$ cat src/hdl/bpc_pkg.sv
// Shared types and codes for the button press classifier.
// No dependencies; used by the interfaces, the step logic, the top level and the checker.
package bpc_pkg;

    // Configuration register indexes and widths
    localparam int unsigned CFG_W     = 14;
    localparam int unsigned CFG_IDX_W = 2;
    localparam logic [CFG_IDX_W-1:0] CFG_DEBOUNCE = 2'd0;
    localparam logic [CFG_IDX_W-1:0] CFG_SHORT    = 2'd1;
    localparam logic [CFG_IDX_W-1:0] CFG_LONG     = 2'd2;

    localparam logic [CFG_W-1:0] DEBOUNCE_RST = 14'd20;
    localparam logic [CFG_W-1:0] SHORT_RST    = 14'd50;
    localparam logic [CFG_W-1:0] LONG_RST     = 14'd1500;

    localparam int unsigned ELAPSED_W = 10;
    localparam int unsigned CODE_W    = 3;

    // Button / event codes
    localparam logic [CODE_W-1:0] BTN_MODE   = 3'd0;
    localparam logic [CODE_W-1:0] BTN_LEFT   = 3'd1;
    localparam logic [CODE_W-1:0] BTN_RIGHT  = 3'd2;
    localparam logic [CODE_W-1:0] BTN_TOGGLE = 3'd3;
    localparam logic [CODE_W-1:0] BTN_HOLD   = 3'd4;
    localparam logic [CODE_W-1:0] BTN_NONE   = 3'd7;

    // Press tracking phases, one-hot
    typedef enum logic [4:0] {
        PH_IDLE     = 5'b00001,
        PH_DEBOUNCE = 5'b00010,
        PH_SHORT    = 5'b00100,
        PH_LONG     = 5'b01000,
        PH_RELEASE  = 5'b10000
    } t_phase;

    // Result word of one tick
    typedef struct packed {
        logic              event_valid;
        logic [CODE_W-1:0] event_code;
        logic              backlight_kick;
    } t_evt;

    // Input word held in the input register
    typedef struct packed {
        logic [ELAPSED_W-1:0] elapsed_ms;
        logic                 mode_level;
        logic                 left_level;
        logic                 right_level;
        logic                 toggle_level;
    } t_tick;

endpackage

$ cat src/hdl/bpc_in_if.sv
// Tick input channel: valid/ready handshake with elapsed time and four button levels.
// Depends on bpc_pkg for field widths.
interface bpc_in_if
    import bpc_pkg::*;
();
    logic                 valid;
    logic                 ready;
    logic [ELAPSED_W-1:0] elapsed_ms;
    logic                 mode_level;
    logic                 left_level;
    logic                 right_level;
    logic                 toggle_level;

    modport source (output valid, elapsed_ms, mode_level, left_level, right_level,
                    toggle_level, input ready);
    modport sink   (input valid, elapsed_ms, mode_level, left_level, right_level,
                    toggle_level, output ready);
endinterface

$ cat src/hdl/bpc_out_if.sv
// Event output channel: valid/ready handshake with the per-tick event word.
// Depends on bpc_pkg for field widths.
interface bpc_out_if
    import bpc_pkg::*;
();
    logic              valid;
    logic              ready;
    logic              event_valid;
    logic [CODE_W-1:0] event_code;
    logic              backlight_kick;

    modport source (output valid, event_valid, event_code, backlight_kick, input ready);
    modport sink   (input valid, event_valid, event_code, backlight_kick, output ready);
endinterface

$ cat src/hdl/bpc_step.sv
// Combinational next-state and event logic for one tick of the press tracker.
// Depends on bpc_pkg; instantiated by button_press_classifier.
module bpc_step
    import bpc_pkg::*;
#(
    parameter int DELAY_BITS = 16
) (
    input  t_tick                  i_tick,
    input  t_phase                 i_phase,
    input  logic [CODE_W-1:0]      i_held,
    input  logic [DELAY_BITS-1:0]  i_delay,
    input  logic [CFG_W-1:0]       i_debounce_ms,
    input  logic [CFG_W-1:0]       i_short_ms,
    input  logic [CFG_W-1:0]       i_long_ms,
    output t_phase                 o_phase,
    output logic [CODE_W-1:0]      o_held,
    output logic [DELAY_BITS-1:0]  o_delay,
    output t_evt                   o_evt
);

    // Working width: room for config differences and delay minus elapsed
    localparam int CW = ((DELAY_BITS > CFG_W) ? DELAY_BITS : CFG_W) + 2;
    localparam logic signed [CW-1:0] DMAX =
        {{(CW-DELAY_BITS+1){1'b0}}, {(DELAY_BITS-1){1'b1}}};
    localparam logic signed [CW-1:0] DMIN = ~DMAX;

    function automatic logic [DELAY_BITS-1:0] sat(input logic signed [CW-1:0] v);
        logic signed [CW-1:0] r;
        r = v;
        if (v > DMAX) r = DMAX;
        if (v < DMIN) r = DMIN;
        return r[DELAY_BITS-1:0];
    endfunction

    function automatic logic is_pos(input logic [DELAY_BITS-1:0] v);
        return !v[DELAY_BITS-1] && (|v);
    endfunction

    logic [CODE_W-1:0]     cur;
    logic                  pressed;
    logic                  same;
    logic [DELAY_BITS-1:0] d_sub;
    logic [DELAY_BITS-1:0] d_deb;
    logic [DELAY_BITS-1:0] d_short;
    logic [DELAY_BITS-1:0] d_long;

    // Priority encode: mode, left, right, toggle
    always_comb begin
        if (i_tick.mode_level)        cur = BTN_MODE;
        else if (i_tick.left_level)   cur = BTN_LEFT;
        else if (i_tick.right_level)  cur = BTN_RIGHT;
        else if (i_tick.toggle_level) cur = BTN_TOGGLE;
        else                          cur = BTN_NONE;
    end

    assign pressed = (cur != BTN_NONE);
    assign same    = (cur == i_held);

    // Saturated countdown candidates
    assign d_sub   = sat({{(CW-DELAY_BITS){i_delay[DELAY_BITS-1]}}, i_delay}
                         - CW'(i_tick.elapsed_ms));
    assign d_deb   = sat(CW'(i_debounce_ms));
    assign d_short = sat(CW'(i_short_ms));
    assign d_long  = sat(CW'(i_long_ms) - CW'(i_short_ms));

    always_comb begin
        o_phase = i_phase;
        o_held  = i_held;
        o_delay = i_delay;
        o_evt   = '0;
        case (i_phase)
            PH_DEBOUNCE: begin
                o_delay = d_sub;
                if (!is_pos(d_sub)) begin
                    // debounce done: enter short wait and test it in the same tick
                    o_evt.backlight_kick = pressed;
                    o_delay = d_short;
                    o_phase = PH_SHORT;
                    if (!same) begin
                        o_evt.event_valid = 1'b1;
                        o_evt.event_code  = i_held;
                        o_phase = PH_RELEASE;
                    end else if (!is_pos(d_short)) begin
                        if (i_held == BTN_MODE) begin
                            o_phase = PH_LONG;
                            o_delay = d_long;
                        end else begin
                            o_evt.event_valid = 1'b1;
                            o_evt.event_code  = i_held;
                            o_phase = PH_RELEASE;
                        end
                    end
                end
            end
            PH_SHORT: begin
                o_evt.backlight_kick = pressed;
                o_delay = d_sub;
                if (!same) begin
                    o_evt.event_valid = 1'b1;
                    o_evt.event_code  = i_held;
                    o_phase = PH_RELEASE;
                end else if (!is_pos(d_sub)) begin
                    if (i_held == BTN_MODE) begin
                        o_phase = PH_LONG;
                        o_delay = d_long;
                    end else begin
                        o_evt.event_valid = 1'b1;
                        o_evt.event_code  = i_held;
                        o_phase = PH_RELEASE;
                    end
                end
            end
            PH_LONG: begin
                o_evt.backlight_kick = pressed;
                o_delay = d_sub;
                if (!same) begin
                    // early release reports the button and falls through to idle
                    o_evt.event_valid = 1'b1;
                    o_evt.event_code  = i_held;
                    o_held  = BTN_NONE;
                    o_phase = PH_IDLE;
                end else if (!is_pos(d_sub)) begin
                    o_evt.event_valid = 1'b1;
                    o_evt.event_code  = BTN_HOLD;
                    o_phase = PH_RELEASE;
                end
            end
            PH_RELEASE: begin
                o_evt.backlight_kick = pressed;
                if (!same) begin
                    o_held  = BTN_NONE;
                    o_phase = PH_IDLE;
                end
            end
            default: begin
                // idle: latch the sampled button, start debounce on a press
                o_evt.backlight_kick = pressed;
                o_held  = cur;
                o_phase = PH_IDLE;
                if (pressed) begin
                    o_delay = d_deb;
                    o_phase = PH_DEBOUNCE;
                end
            end
        endcase
    end

endmodule

$ cat src/hdl/button_press_classifier.sv
// Top level of the button press classifier: handshakes, config and state registers.
// Depends on bpc_pkg, bpc_in_if, bpc_out_if and bpc_step.
//
// Usage:
//   i_in carries one tick word per handshake: elapsed milliseconds and the four
//   button levels. o_out returns exactly one event word per tick word, in order:
//   event_valid/event_code report a classified press, backlight_kick flags that
//   a pressed button was seen (not while a debounce wait is still running).
//   The config port (i_cfg_we, i_cfg_idx, i_cfg_data) writes debounce, short and
//   long press times; index 3 is ignored. Write only while no tick is in flight.
//   A tick word passes from the input register through the phase update into
//   the output register. Throughput is one word per cycle while o_out.ready
//   stays high; the phase/countdown update is combinational logic between the
//   two registers, so consecutive ticks enter on consecutive clocks.
//   If the receiver stalls, the output register holds its word and the input
//   register holds one more; i_in.ready drops only when both are full.
//   Synchronous reset clears both stages, returns the tracker to idle with no
//   held button and a zero countdown, and restores the default press times.
module button_press_classifier
    import bpc_pkg::*;
#(
    parameter int DELAY_BITS = 16
) (
    input  logic                 i_clk,
    input  logic                 i_rst_n,
    bpc_in_if.sink               i_in,
    bpc_out_if.source            o_out,
    input  logic                 i_cfg_we,
    input  logic [CFG_IDX_W-1:0] i_cfg_idx,
    input  logic [CFG_W-1:0]     i_cfg_data
);

    logic [CFG_W-1:0]      r_debounce_ms;
    logic [CFG_W-1:0]      r_short_ms;
    logic [CFG_W-1:0]      r_long_ms;

    logic                  r_s1_valid;
    t_tick                 r_s1;
    t_phase                r_phase;
    logic [CODE_W-1:0]     r_held;
    logic [DELAY_BITS-1:0] r_delay;
    logic                  r_out_valid;
    t_evt                  r_out;

    t_phase                n_phase;
    logic [CODE_W-1:0]     n_held;
    logic [DELAY_BITS-1:0] n_delay;
    t_evt                  n_out;

    logic                  out_free;
    logic                  s1_fire;
    logic                  in_fire;

    // Stage control
    assign out_free   = !r_out_valid || o_out.ready;
    assign s1_fire    = r_s1_valid && out_free;
    assign i_in.ready = !r_s1_valid || s1_fire;
    assign in_fire    = i_in.valid && i_in.ready;

    // Config registers
    always_ff @(posedge i_clk) begin
        if (!i_rst_n) begin
            r_debounce_ms <= DEBOUNCE_RST;
            r_short_ms    <= SHORT_RST;
            r_long_ms     <= LONG_RST;
        end else if (i_cfg_we) begin
            case (i_cfg_idx)
                CFG_DEBOUNCE: r_debounce_ms <= i_cfg_data;
                CFG_SHORT:    r_short_ms    <= i_cfg_data;
                CFG_LONG:     r_long_ms     <= i_cfg_data;
                default: ;
            endcase
        end
    end

    // Input register
    always_ff @(posedge i_clk) begin
        if (!i_rst_n) begin
            r_s1_valid <= 1'b0;
        end else if (i_in.ready) begin
            r_s1_valid <= i_in.valid;
        end
    end

    always_ff @(posedge i_clk) begin
        if (in_fire) begin
            r_s1.elapsed_ms   <= i_in.elapsed_ms;
            r_s1.mode_level   <= i_in.mode_level;
            r_s1.left_level   <= i_in.left_level;
            r_s1.right_level  <= i_in.right_level;
            r_s1.toggle_level <= i_in.toggle_level;
        end
    end

    bpc_step #(
        .DELAY_BITS (DELAY_BITS)
    ) u_step (
        .i_tick        (r_s1),
        .i_phase       (r_phase),
        .i_held        (r_held),
        .i_delay       (r_delay),
        .i_debounce_ms (r_debounce_ms),
        .i_short_ms    (r_short_ms),
        .i_long_ms     (r_long_ms),
        .o_phase       (n_phase),
        .o_held        (n_held),
        .o_delay       (n_delay),
        .o_evt         (n_out)
    );

    // Tracker state advances once per tick word
    always_ff @(posedge i_clk) begin
        if (!i_rst_n) begin
            r_phase <= PH_IDLE;
            r_held  <= BTN_NONE;
            r_delay <= '0;
        end else if (s1_fire) begin
            r_phase <= n_phase;
            r_held  <= n_held;
            r_delay <= n_delay;
        end
    end

    // Output register
    always_ff @(posedge i_clk) begin
        if (!i_rst_n) begin
            r_out_valid <= 1'b0;
        end else if (out_free) begin
            r_out_valid <= r_s1_valid;
        end
    end

    always_ff @(posedge i_clk) begin
        if (s1_fire) begin
            r_out <= n_out;
        end
    end

    assign o_out.valid          = r_out_valid;
    assign o_out.event_valid    = r_out.event_valid;
    assign o_out.event_code     = r_out.event_code;
    assign o_out.backlight_kick = r_out.backlight_kick;

endmodule

$ cat src/flat_wrapper.sv
// flat-port wrapper written by rule: the top's interface ports become plain ports
module button_press_classifier_flat import bpc_pkg::*;
#(
    parameter int DELAY_BITS = 16
)
  (i_clk, i_rst_n, i_cfg_we, i_cfg_idx, i_cfg_data, i_in_valid, i_in_elapsed_ms, i_in_mode_level, i_in_left_level, i_in_right_level, i_in_toggle_level, i_in_ready, o_out_valid, o_out_event_valid, o_out_event_code, o_out_backlight_kick, o_out_ready);
  bpc_in_if i_in_i ();
  bpc_out_if o_out_i ();
  input  logic i_clk;
  input  logic i_rst_n;
  input  logic i_cfg_we;
  input  logic [CFG_IDX_W-1:0] i_cfg_idx;
  input  logic [CFG_W-1:0] i_cfg_data;
  input wire logic [$bits(i_in_i.valid)-1:0] i_in_valid;
  input wire logic [$bits(i_in_i.elapsed_ms)-1:0] i_in_elapsed_ms;
  input wire logic [$bits(i_in_i.mode_level)-1:0] i_in_mode_level;
  input wire logic [$bits(i_in_i.left_level)-1:0] i_in_left_level;
  input wire logic [$bits(i_in_i.right_level)-1:0] i_in_right_level;
  input wire logic [$bits(i_in_i.toggle_level)-1:0] i_in_toggle_level;
  output wire logic [$bits(i_in_i.ready)-1:0] i_in_ready;
  output wire logic [$bits(o_out_i.valid)-1:0] o_out_valid;
  output wire logic [$bits(o_out_i.event_valid)-1:0] o_out_event_valid;
  output wire logic [$bits(o_out_i.event_code)-1:0] o_out_event_code;
  output wire logic [$bits(o_out_i.backlight_kick)-1:0] o_out_backlight_kick;
  input wire logic [$bits(o_out_i.ready)-1:0] o_out_ready;
  assign i_in_i.valid = i_in_valid;
  assign i_in_i.elapsed_ms = i_in_elapsed_ms;
  assign i_in_i.mode_level = i_in_mode_level;
  assign i_in_i.left_level = i_in_left_level;
  assign i_in_i.right_level = i_in_right_level;
  assign i_in_i.toggle_level = i_in_toggle_level;
  assign i_in_ready = i_in_i.ready;
  assign o_out_valid = o_out_i.valid;
  assign o_out_event_valid = o_out_i.event_valid;
  assign o_out_event_code = o_out_i.event_code;
  assign o_out_backlight_kick = o_out_i.backlight_kick;
  assign o_out_i.ready = o_out_ready;
  button_press_classifier #(.DELAY_BITS(DELAY_BITS)) u_core (.i_clk(i_clk), .i_rst_n(i_rst_n), .i_in(i_in_i), .o_out(o_out_i), .i_cfg_we(i_cfg_we), .i_cfg_idx(i_cfg_idx), .i_cfg_data(i_cfg_data));
endmodule
$ cat config.mk
export PLATFORM = sky130hd
export DESIGN_NAME = button_press_classifier_flat
export DESIGN_NICKNAME = d
export VERILOG_FILES = /design/src/hdl/bpc_pkg.sv /design/src/hdl/bpc_in_if.sv /design/src/hdl/bpc_out_if.sv /design/src/hdl/bpc_step.sv /design/src/hdl/button_press_classifier.sv /design/src/flat_wrapper.sv
export SDC_FILE = /design/constraint.sdc
export NUM_CORES = 1
export LEC_CHECK = 0
export BUFFER_PORTS_ARGS = -buffer_cell sky130_fd_sc_hd__buf_2
export CAP_MARGIN = 20
export CELL_PAD_IN_SITES_DETAIL_PLACEMENT = 0
export CELL_PAD_IN_SITES_GLOBAL_PLACEMENT = 1
export CORE_MARGIN = 5
export CORE_UTILIZATION = 47
export CTS_BUF_LIST = sky130_fd_sc_hd__clkbuf_2 sky130_fd_sc_hd__clkbuf_4 sky130_fd_sc_hd__clkbuf_8
export DETAILED_ROUTE_END_ITERATION = 16
export PLACE_DENSITY = 0.89
export SYNTH_ARGS = -nofsm -noshare
export SYNTH_HDL_FRONTEND = slang
export SYNTH_SLANG_ARGS = --single-unit
export TNS_END_PERCENT = 50
$ cat constraint.sdc
create_clock -name i_clk -period 4.5 [get_ports i_clk]
set_input_delay 0.45 -clock i_clk [delete_from_list [all_inputs] [get_ports i_clk]]
set_output_delay 0.45 -clock i_clk [all_outputs]
set_load 0.01 [all_outputs]
==> summary.txt, run 1 <==
GRT
  • Total grt overflow: 0
  • Initial antenna violation count: 0
  • First-pass GRT wire length: about 24 mm
  • Pin count of the biggest net entering global routing: 38
  • Total GRT Usage: between 20% and 30%
  • Vias in the first global route: about 4800

Routing
  • Initial DRC Count: 400
  • Drt total wl: between 10 and 15 mm
  • DRC violation count after routing: 0
  • Routed len/inst: around 17 um
  • DR pass1 iterations: 5
  • Vias per Instance: approximately 5.8
  • Via count: approximately 5000
  • DRT antenna net count: 0

Clocking
  • CTS tree: yes
  • CTS H-tree lvls: 3
  • Clock Sinks: 87
  • Clock root buffer: clkbuf_8
  • Reg clk slew, reported paths: around 0.080 ns
  • Post-CTS setup buffer count: 0
  • CTS Buffer Depth: 2
  • Clk_lat worst skew: roughly 0.38 ns
  • Total CTS buffers: 9

Pwr
  • Comb pwr share: 17.7%
  • Internal power: around 1.2 mW
  • Pwr/cell area: 297 nW/um2
  • Sw power: between 500 and 600 uW
  • Net Sw Frac: 28.9%
  • Share of power burned in registers: between 40% and 50%
  • Peak VDD IR: roughly 0.00024 V
  • Leakage power: 2.36 nW
  • Clock share of power: around 33%

Hold path
  • Worst hold stages: 1
  • Class of the worst hold path: input port to flop

Cells and area
  • Fill cell count: 1118
  • Fin nets: between 700 and 800
  • Share of cells above drive strength 1: roughly an eighth
  • Multi-input gate area: between 3000 and 4000 um2
  • FF/Latch Area: 1930 um2
  • Number of antenna diodes: 0
  • Area Overhead vs Synth: 9.62%

Timing
  • Max_slew headroom: between 40% and 50%
  • Fin crit share: 92.4%
  • Layout Skew: 0.0109 ns
  • WHS: about 0.24 ns
  • Tmin final: 4.16 ns
  • RSZ-0062 raised after global routing: no
  • Setup Viol. Count Final: 0
  • Pins Over Slew Limit: 0
  • Hold Violations, Final: 0
  • F_max: roughly 240 MHz
  • TNS Setup: 0 ns
  • Worst-Margin Slew: about 0.86 ns

Setup path
  • Critical Path Source Type: flop
  • Reg2Reg Depth: 13
  • Crit path required time: between 4 and 5 ns
  • Family with the most delay on the worst path: compound AO/OA/AOI/OAI gates
  • Critical Path Most Common Cell: a21oi_1
  • CP max-delay cell: or4_4
  • WS Path Type: flop to flop
  • Logic depth of the worst path, buffers included: 13
  • Max incr delay on CP: 0.53 ns
  • Critical Path AT: 4.43 ns
  • Buffer and inverter count on the worst path: 0
  • Critical Path, Cell by Cell: ha_1, fa_1, nand2b_1, a21oi_1, o22ai_2, xnor2_1, or4_4, a2111oi_2, a31oi_4, and2b_1, mux2_2, a21oi_1, o21ai_0
  • Crit Path Max Fanout: 14
  • Crit. End Element: flop

Floorplanning
  • Die Wd: roughly 120 um
  • Die area: 13600 um2
  • Site Rows: 39
  • Core Footprint: between 10000 and 15000 um2
  • Die Y: 117 um
  • Number of I/O pins: 42
  • Initial Utilization: 47.4%

Yosys
  • Post-synth ARST share: 0%
  • Synth Instances: approximately 680
  • Top cells by area, synth: dfxtp_1 25%, edfxtp_1 11%, nand2_1 9.3%
  • Avg Synthesized Cell Area: between 7 and 8 um2
  • Synth cell types: 76
  • Number of synthesis warnings: 0
  • EDFF count, synth: 19
  • Top FF cell, synth: dfxtp_1
  • Commonest cells post-synth: 133 x nand2_1, 73 x a21oi_1, 68 x dfxtp_1
  • Sequential area share after synthesis: a little over a third
  • Yosys reg bits: 87
  • Cell taking the most area after synthesis: dfxtp_1
  • Syn nets: 737
  • Top cell type's share of synthesized area: between 20% and 30%
  • Post-Syn Area: ~5300 um2
  • Top-count cell post-synth: nand2_1

Placement
  • Final GP Congestion: 0.930
  • DP Wirelength: about 11 mm
  • PortBufs: 41

Flow run
  • Max cap viols: 0

Outcome
  • Status: finished clean
## worst paths after layout
kind / startpoint / slack (ns) / endpoint
hold reg to reg: u_core.r_delay[0] / 0.45 / u_core.r_delay[0]
setup reg to reg: u_core.r_s1[4] / 0.34 / u_core.r_delay[1]
hold / removal: i_in_elapsed_ms[8] / 0.24 / u_core.r_s1[12]
setup / recovery: u_core.r_s1[4] / 0.34 / u_core.r_delay[1]
## per-layer routing
metal  wire length (um)  vias to the layer above  global-route usage (%)
met2               6720                      154                    36.6
met1               6910                     2343                    29.6
met4                328                        0                    7.87
li1                   -                     2467                       -
met5                  0                        -                       0
met3                853                       26                    5.44
## flip-flops by register name, summed over array words and instances (netlist names), 3 cells and up
signal / cells
u_core.o_out.event_code: 3
u_core.r_short_ms: 14
u_core.r_delay: 16
u_core.r_s1: 14
u_core.r_held: 3
u_core.r_long_ms: 14
u_core.r_phase: 5
u_core.r_debounce_ms: 14
## cells in the final DEF, fill, tap and decap left out, types with 10 or more instances in the layout
| master | Yosys | routed |
|---|---|---|
| nor2_1 | 36 | 36 |
| o21ai_0 | 46 | 46 |
| o211ai_1 | 10 | 10 |
| xnor2_1 | 11 | 11 |
| dfxtp_1 | 68 | 68 |
| inv_1 | 35 | 35 |
| buf_2 | 0 | 41 |
| nand2b_1 | 13 | 13 |
| ha_1 | 24 | 24 |
| nor2b_1 | 13 | 13 |
| nand2_1 | 133 | 133 |
| a21oi_1 | 73 | 73 |
| clkbuf_8 | 0 | 11 |
| edfxtp_1 | 19 | 19 |
| nand3_1 | 16 | 16 |
## timing repair
item,CTS,global route
resized for setup,0,1
hold buffers,0,0
setup endpoints to repair,0,1
## stage by stage
| stage | setup slack (ns) | std cells | cell area (um2) | utilization, % | total power [mW] |
|---|---|---|---|---|---|
| 5_1_grt | 0.102 | 854 | 5860 | 52.0 | 1.82 |
| 2_1_floorplan | 0.883 | 676 | 5340 | - | 1.08 |
| 4_1_cts | 0.208 | 853 | 5840 | 51.8 | 1.75 |
| 3_5_place_dp | 0.237 | 837 | 5630 | 50.0 | 1.17 |
| 6_report | 0.343 | 854 | 5860 | 52.0 | 1.74 |
| 3_3_place_gp | 0.433 | 837 | 5630 | 50.0 | 1.17 |
## power groups by stage
stage,clock (mW),combinational (mW),sequential (mW)
floorplan,0,0.218,0.865
global route,0.623,0.341,0.860
finish,0.575,0.307,0.855
global placement,0,0.293,0.872
CTS,0.590,0.301,0.855
detailed placement,0,0.300,0.873
## cells by family (layout without fill, tap and decap cells)
| family | after synthesis | after routing | synth area share [%] |
|---|---|---|---|
| AO/OA/AOI/OAI | 216 | 216 | 25.8 |
| XOR/XNOR | 17 | 17 | 2.79 |
| adder cells (fa/ha/maj) | 26 | 26 | 6.37 |
| buffers and inverters | 63 | 98 | 4.92 |
| flip-flops | 87 | 87 | 36.2 |
| multiplexers | 6 | 6 | 1.17 |
| AND/OR/NAND/NOR | 261 | 261 | 22.8 |
## final cells by class
class                   instances  share of cell area (%)
multi-input cells             526                    53.9
flip-flops and latches         87                    33.0
repair buffers                 46                    4.21
well taps                     143                    3.05
clock buffers                  11                    2.58
inverters                      36                    2.31
clock inverters                 5                   0.961
Note: power is estimated with default switching activity, not from simulation.
==> run 2: changes to the inputs <==
Settings changed: ABC_AREA set to 1, CORE_UTILIZATION 47 to 45, PLACE_DENSITY 0.89 to 0.88.
==> summary.txt, run 2 <==
Yosys
  • Sequential area share after synthesis: 34.2%
  • Top cell type's share of synthesized area: about a quarter
  • Synth Instances: between 800 and 900
  • Cell taking the most area after synthesis: dfxtp_1
  • Main combinational cell family by area after synthesis: simple AND/OR/NAND/NOR gates
  • Number of synthesis warnings: 0
  • Syn nets: 904
  • Simple-Gate Fraction of Synth Area: 33.2%
  • EDFF count, synth: 19
  • Post-synth ARST share: 0%
  • Commonest cells post-synth: 202 x nand2_1, 109 x inv_1, 103 x nor2_1
  • Mux cell area share after synthesis: 0%
  • Post-Syn Area: ~5700 um2
  • Top cells by area, synth: dfxtp_1 24%, nand2_1 13%, edfxtp_1 10%
  • Avg Synthesized Cell Area: ~6.7 um2
  • Yosys reg bits: just under 90
  • Post-synthesis compound-gate area fraction: between 10 and 15%
  • Synth Area in Adders: approximately 6%
  • Top FF cell, synth: dfxtp_1
  • Synth cell types: 48
  • Post-Synth XOR/XNOR Area: ~2.3%
  • Top-count cell post-synth: nand2_1

Floorplanning
  • Site Rows: a little over 40
  • Number of I/O pins: 42
  • Die Wd: around 120 um
  • Die Y: approximately 120 um
  • Die area: about 15000 um2
  • Core Footprint: between 10000 and 15000 um2
  • Initial Utilization: about 45%

Clocking
  • Post-CTS setup buffer count: 0
  • Clock root buffer: clkbuf_8
  • CTS tree: yes
  • CTS Buffer Depth: 2
  • Reg clk slew, reported paths: 0.09 ns
  • Clk_lat worst skew: between 0.3 and 0.4 ns
  • Post-CTS Hold Buffers: 0
  • Total CTS buffers: 9
  • CTS H-tree lvls: 3
  • Clock Sinks: 87
  • Resized Gates After CTS: 0

Outcome
  • Status: finished clean

Setup path
  • Critical Path AT: between 3 and 4 ns
  • Critical Path Source Type: flop
  • Crit Path Max Fanout: 19
  • Crit path required time: roughly 4.6 ns
  • R2R setup slack: 1.19 ns
  • WS Path Type: flop to flop
  • Crit. End Element: flop

Placement
  • DP Wirelength: between 10 and 15 mm
  • Final GP Congestion: 0.893
  • PortBufs: 41

Cells and area
  • Commonest non-fill, non-tap cell in the layout: nand2_1
  • Max reg flops: 16
  • Fin nets: ~940
  • Largest reg by FF count: u_core.r_delay
  • Area Overhead vs Synth: 10.1%
  • Most frequent cells in the layout: 202 x nand2_1, 109 x inv_1, 103 x nor2_1
  • Final core utilization: 49.9%
  • Share of cells above drive strength 1: 12.2%
  • Number of antenna diodes: 0
  • Fill cell count: 1314

Flow run
  • Max cap viols: 0

Routing
  • DR pass1 iterations: 7
  • Vias per Instance: just over 5
  • Drt total wl: ~15 mm
  • DRC violation count after routing: 0
  • Routed len/inst: 14.0 um
  • Via count: 5371
  • Initial DRC Count: 293
  • DRT antenna net count: 0

GRT
  • Total grt overflow: 0
  • Total GRT Usage: 20.7%
  • First-pass GRT wire length: between 20 and 25 mm
  • Pin count of the biggest net entering global routing: 54
  • Initial antenna violation count: 0
  • Vias in the first global route: roughly 5000

Timing
  • F_max: 302 MHz
  • Layout Skew: between 0.01 and 0.015 ns
  • Fin crit share: 73.6%
  • RSZ-0062 raised after global routing: no
  • Worst-Margin Slew: just under 0.9 ns
  • Max_slew headroom: around 42%
  • Hold Violations, Final: 0
  • Tmin final: between 3 and 4 ns
  • TNS Setup: 0 ns
  • Pins Over Slew Limit: 0
  • Setup Viol. Count Final: 0

Hold path
  • Class of the worst hold path: input port to flop

Pwr
  • Pwr/cell area: roughly 300 nW/um2
  • Leakage power: ~3.0 nW
  • Peak VDD IR: 0.000171 V
==> run 2: layout make-up <==
type | count | area (um2) | area share [%]
repair buffers | 47 | 250 | 4.02
inverters | 121 | 455 | 7.32
clock inverters | 6 | 70.1 | 1.13
well taps | 172 | 215 | 3.46
clock buffers | 10 | 131 | 2.11
flip-flops and latches | 87 | 1930 | 31.0
multi-input cells | 614 | 3170 | 50.9
==> run 2: logic make-up (layout without fill, tap and decap cells) <==
group                    count (synthesis)  after routing
AO/OA/AOI/OAI                          148            148
XOR/XNOR                                15             15
adder cells (fa/ha/maj)                 26             26
buffers and inverters                  142            184
flip-flops                              87             87
AND/OR/NAND/NOR                        425            425
==> run 2: report_power, final <==
| group | internal [mW] | switching [mW] | leakage, nW |
|---|---|---|---|
| sequential | 0.839 | 0.0254 | 0.739 |
| combinational | 0.151 | 0.301 | 2.15 |
| clock | 0.266 | 0.300 | 0.100 |
| total | 1.26 | 0.626 | 2.99 |
==> run 2: final timing paths <==
path / depth (start not counted) / from / endpoint
worst min register to register: 2 / u_core.r_debounce_ms[4] / u_core.r_debounce_ms[4]
worst max register to register: 22 / u_core.r_s1[4] / u_core.o_out.event_code[1]
worst min-delay path: 1 / i_in_elapsed_ms[1] / u_core.r_s1[5]
worst max-delay path: 22 / u_core.r_s1[4] / u_core.o_out.event_code[1]
==> run 2: per-stage QoR <==
| step | cell area [um2] | setup WS [ns] | hold slack, ns | power (mW) | cells |
|---|---|---|---|---|---|
| 6_report | 6220 | 1.19 | 0.245 | 1.88 | 1057 |
| 5_1_grt | 6220 | 0.810 | 0.220 | 2.00 | 1057 |
| 4_1_cts | 6220 | 1.17 | 0.218 | 1.90 | 1057 |
| 3_5_place_dp | 6020 | 1.20 | 0.447 | 1.33 | 1041 |
| 3_3_place_gp | 6020 | 1.33 | 0.446 | 1.33 | 1041 |
| 2_1_floorplan | 5650 | 1.63 | 0.425 | 1.22 | 843 |
==> run 2: worst max-delay path: stages, from the launching register on <==
cell and delay, ns:
edfxtp_1 0.38, ha_1 0.22, fa_1 0.43, inv_1 0.11
nand2_1 0.06, a21oi_1 0.22, nand2_1 0.09, nand3_1 0.12
nand4_2 0.20, nand2_1 0.15, nand2_1 0.06, nand3_1 0.14
nor2_4 0.07, nand2_4 0.09, nand2_8 0.10, nand2_2 0.11
clkinv_2 0.13, nand2_1 0.09, nand2_1 0.06, inv_2 0.07
o21ai_2 0.06, nand3_1 0.07, inv_1 0.05
==> run 2: metal layers <==
metal  vias to the layer above  track usage (%)  share of wire (%)
met5                         -                0                  0
met4                         0             7.14                1.7
met3                        18             2.83                3.5
met2                       100             32.8                 45
met1                      2436             29.1                 50
li1                       2817                -                  -
==> run 3: changes to the inputs <==
Settings changed: CORE_UTILIZATION 45 to 41, PLACE_DENSITY 0.88 to 0.85.
Clock period 4.5 ns to 2.8 ns, I/O delays scaled along.
==> summary.txt, run 3 (synthesis gave the netlist of run 2 again) <==
Outcome
  • Status: finished with violations
  • Failing checks: setup timing

Floorplanning
  • Number of I/O pins: 42
  • Initial Utilization: ~42%
  • Die Wd: ~130 um
  • Die Y: ~130 um
  • Site Rows: 42
  • Core Footprint: 13400 um2
  • Die area: around 16000 um2

Routing
  • WL met2: about 7.4 mm
  • DR pass1 iterations: 5
  • DRC violation count after routing: 0
  • Routed len/inst: between 10 and 15 um
  • DR WL met3: around 670 um
  • Vias per Instance: between 5 and 6
  • DRT antenna net count: 0
  • Drt total wl: around 16 mm
  • Wl on met1: approximately 7.8 mm
  • DR top layer: met4
  • Initial DRC Count: roughly 270
  • Via count: 5630

Timing
  • Worst-Margin Slew: about 0.79 ns
  • Layout Skew: 0.0164 ns
  • Final WS setup: -0.122 ns
  • Fin crit share: 104%
  • Hold Violations, Final: 0
  • Setup Viol. Count Final: 18
  • F_max: 342 MHz
  • Tmin final: 2.92 ns
  • Pins Over Slew Limit: 0
  • RSZ-0062 raised after global routing: yes
  • TNS Setup: -1.23 ns
  • WHS: 0.0644 ns
  • Max_slew headroom: 47.5%

Cells and area
  • Max reg flops: 16
  • Fin nets: roughly 1000
  • Area Overhead vs Synth: 24.2%
  • Most frequent cells in the layout: 170 x nand2_1, 106 x inv_1, 100 x nor2_1
  • Commonest non-fill, non-tap cell in the layout: nand2_1
  • Share of cells above drive strength 1: 25.0%
  • Post-route cell area: 7020 um2
  • Number of antenna diodes: 0
  • Largest reg by FF count: u_core.r_delay

GRT
  • First-pass GRT wire length: ~26 mm
  • Pin count of the biggest net entering global routing: 53
  • Total GRT Usage: 20.1%
  • Total grt overflow: 0
  • Vias in the first global route: 5217
  • Initial antenna violation count: 0

Pwr
  • Leakage power: between 3 and 4 nW
  • Pwr/cell area: ~480 nW/um2
  • Peak VDD IR: ~0.00031 V
  • Total power: about 3.4 mW

Setup path
  • Crit. End Element: flop
  • Max incr delay on CP: between 0.3 and 0.4 ns
  • Crit path required time: approximately 3.0 ns
  • CP max-delay cell: edfxtp_1
  • Crit Path Max Fanout: 7
  • Critical Path, Cell by Cell: ha_2, fa_2, inv_2, nand2_2, a21oi_2, nand2_1, nand3_2, xor2_1, nand2_2, nand2_2, nand3_2, nor2_4, nand2_4, buf_12, nand2_4, o21ai_1, nand2_1, nand3_2, nand2_2, a21oi_1
  • Critical Path AT: 3.15 ns
  • Critical Path Source Type: flop
  • Critical Path Most Common Cell: nand2_2
  • WS Path Type: flop to flop

Clocking
  • CTS Buffer Depth: 2
  • Clock Sinks: just under 90
  • CTS tree: yes
  • Total CTS buffers: 9
  • Reg clk slew, reported paths: approximately 0.09 ns
  • Clk_lat worst skew: 0.38 ns
  • CTS H-tree lvls: 3
  • Post-CTS Hold Buffers: 0
  • Clock root buffer: clkbuf_8

Placement
  • Final GP Congestion: roughly 0.9
  • PortBufs: just over 40
  • DP Area: 6440 um2
  • DP Wirelength: ~12 mm

Flow run
  • Max cap viols: 0

Hold path
  • Class of the worst hold path: input port to flop
[run 3: metal layers]
metal	vias to the layer above	global-route usage, %
li1	2941	-
met1	2564	28.4
met2	110	32.2
met3	15	3.09
met4	0	4.98
met5	-	0
[run 3: path summary, 6_finish.rpt]
check,from,endpoint,slack (ns),cells past startpoint
worst min register to register,u_core.r_debounce_ms[4],u_core.r_debounce_ms[4],0.47,2
worst max register to register,u_core.r_s1[4],u_core.r_delay[2],-0.12,20
worst max-delay path,u_core.r_s1[4],u_core.r_delay[2],-0.12,20
worst min-delay path,i_in_elapsed_ms[4],u_core.r_s1[8],0.06,1
[run 3: cell type report]
| type | count | area (um2) |
|---|---|---|
| timing repair buffer | 109 | 744 |
| clock buffer | 12 | 153 |
| multi-input combinational | 616 | 3430 |
| inverter | 121 | 462 |
| tap | 176 | 220 |
| clock inverter | 4 | 70.1 |
| fill | 1372 | 6380 |
| sequential | 87 | 1930 |
[run 3: per-stage QoR]
| stage | std cells | worst slack [ns] | util, % |
|---|---|---|---|
| CTS | 1122 | -0.0578 | 51.3 |
| global route | 1125 | -0.323 | 52.4 |
| detailed placement | 1096 | -0.164 | 48.0 |
| finish | 1125 | -0.122 | 52.4 |
| floorplan | 843 | 0.0366 | - |
| global placement | 1096 | -0.0841 | 48.0 |
[run 3: critical path, delay by kind of cell (launching register included)]
family / cells / cell delay (ns)
XOR/XNOR: 1 / 0.18
flip-flops: 1 / 0.38
AND/OR/NAND/NOR: 12 / 1.15
buffers and inverters: 2 / 0.21
AO/OA/AOI/OAI: 3 / 0.30
adder cells (fa/ha/maj): 2 / 0.56
[run 3: report_power, final]
group / leakage, nW / switching (mW) / internal, mW
clock: 0.117 / 0.467 / 0.545
combinational: 2.50 / 0.569 / 0.397
sequential: 0.740 / 0.0423 / 1.35
[run 3: timing repair]
item / in CTS / in global routing
pin swaps: 11 / 8
endpoints found under the setup margin: 25 / 26
cloned: 2 / 0
resized for setup: 38 / 37
setup buffers: 8 / 3
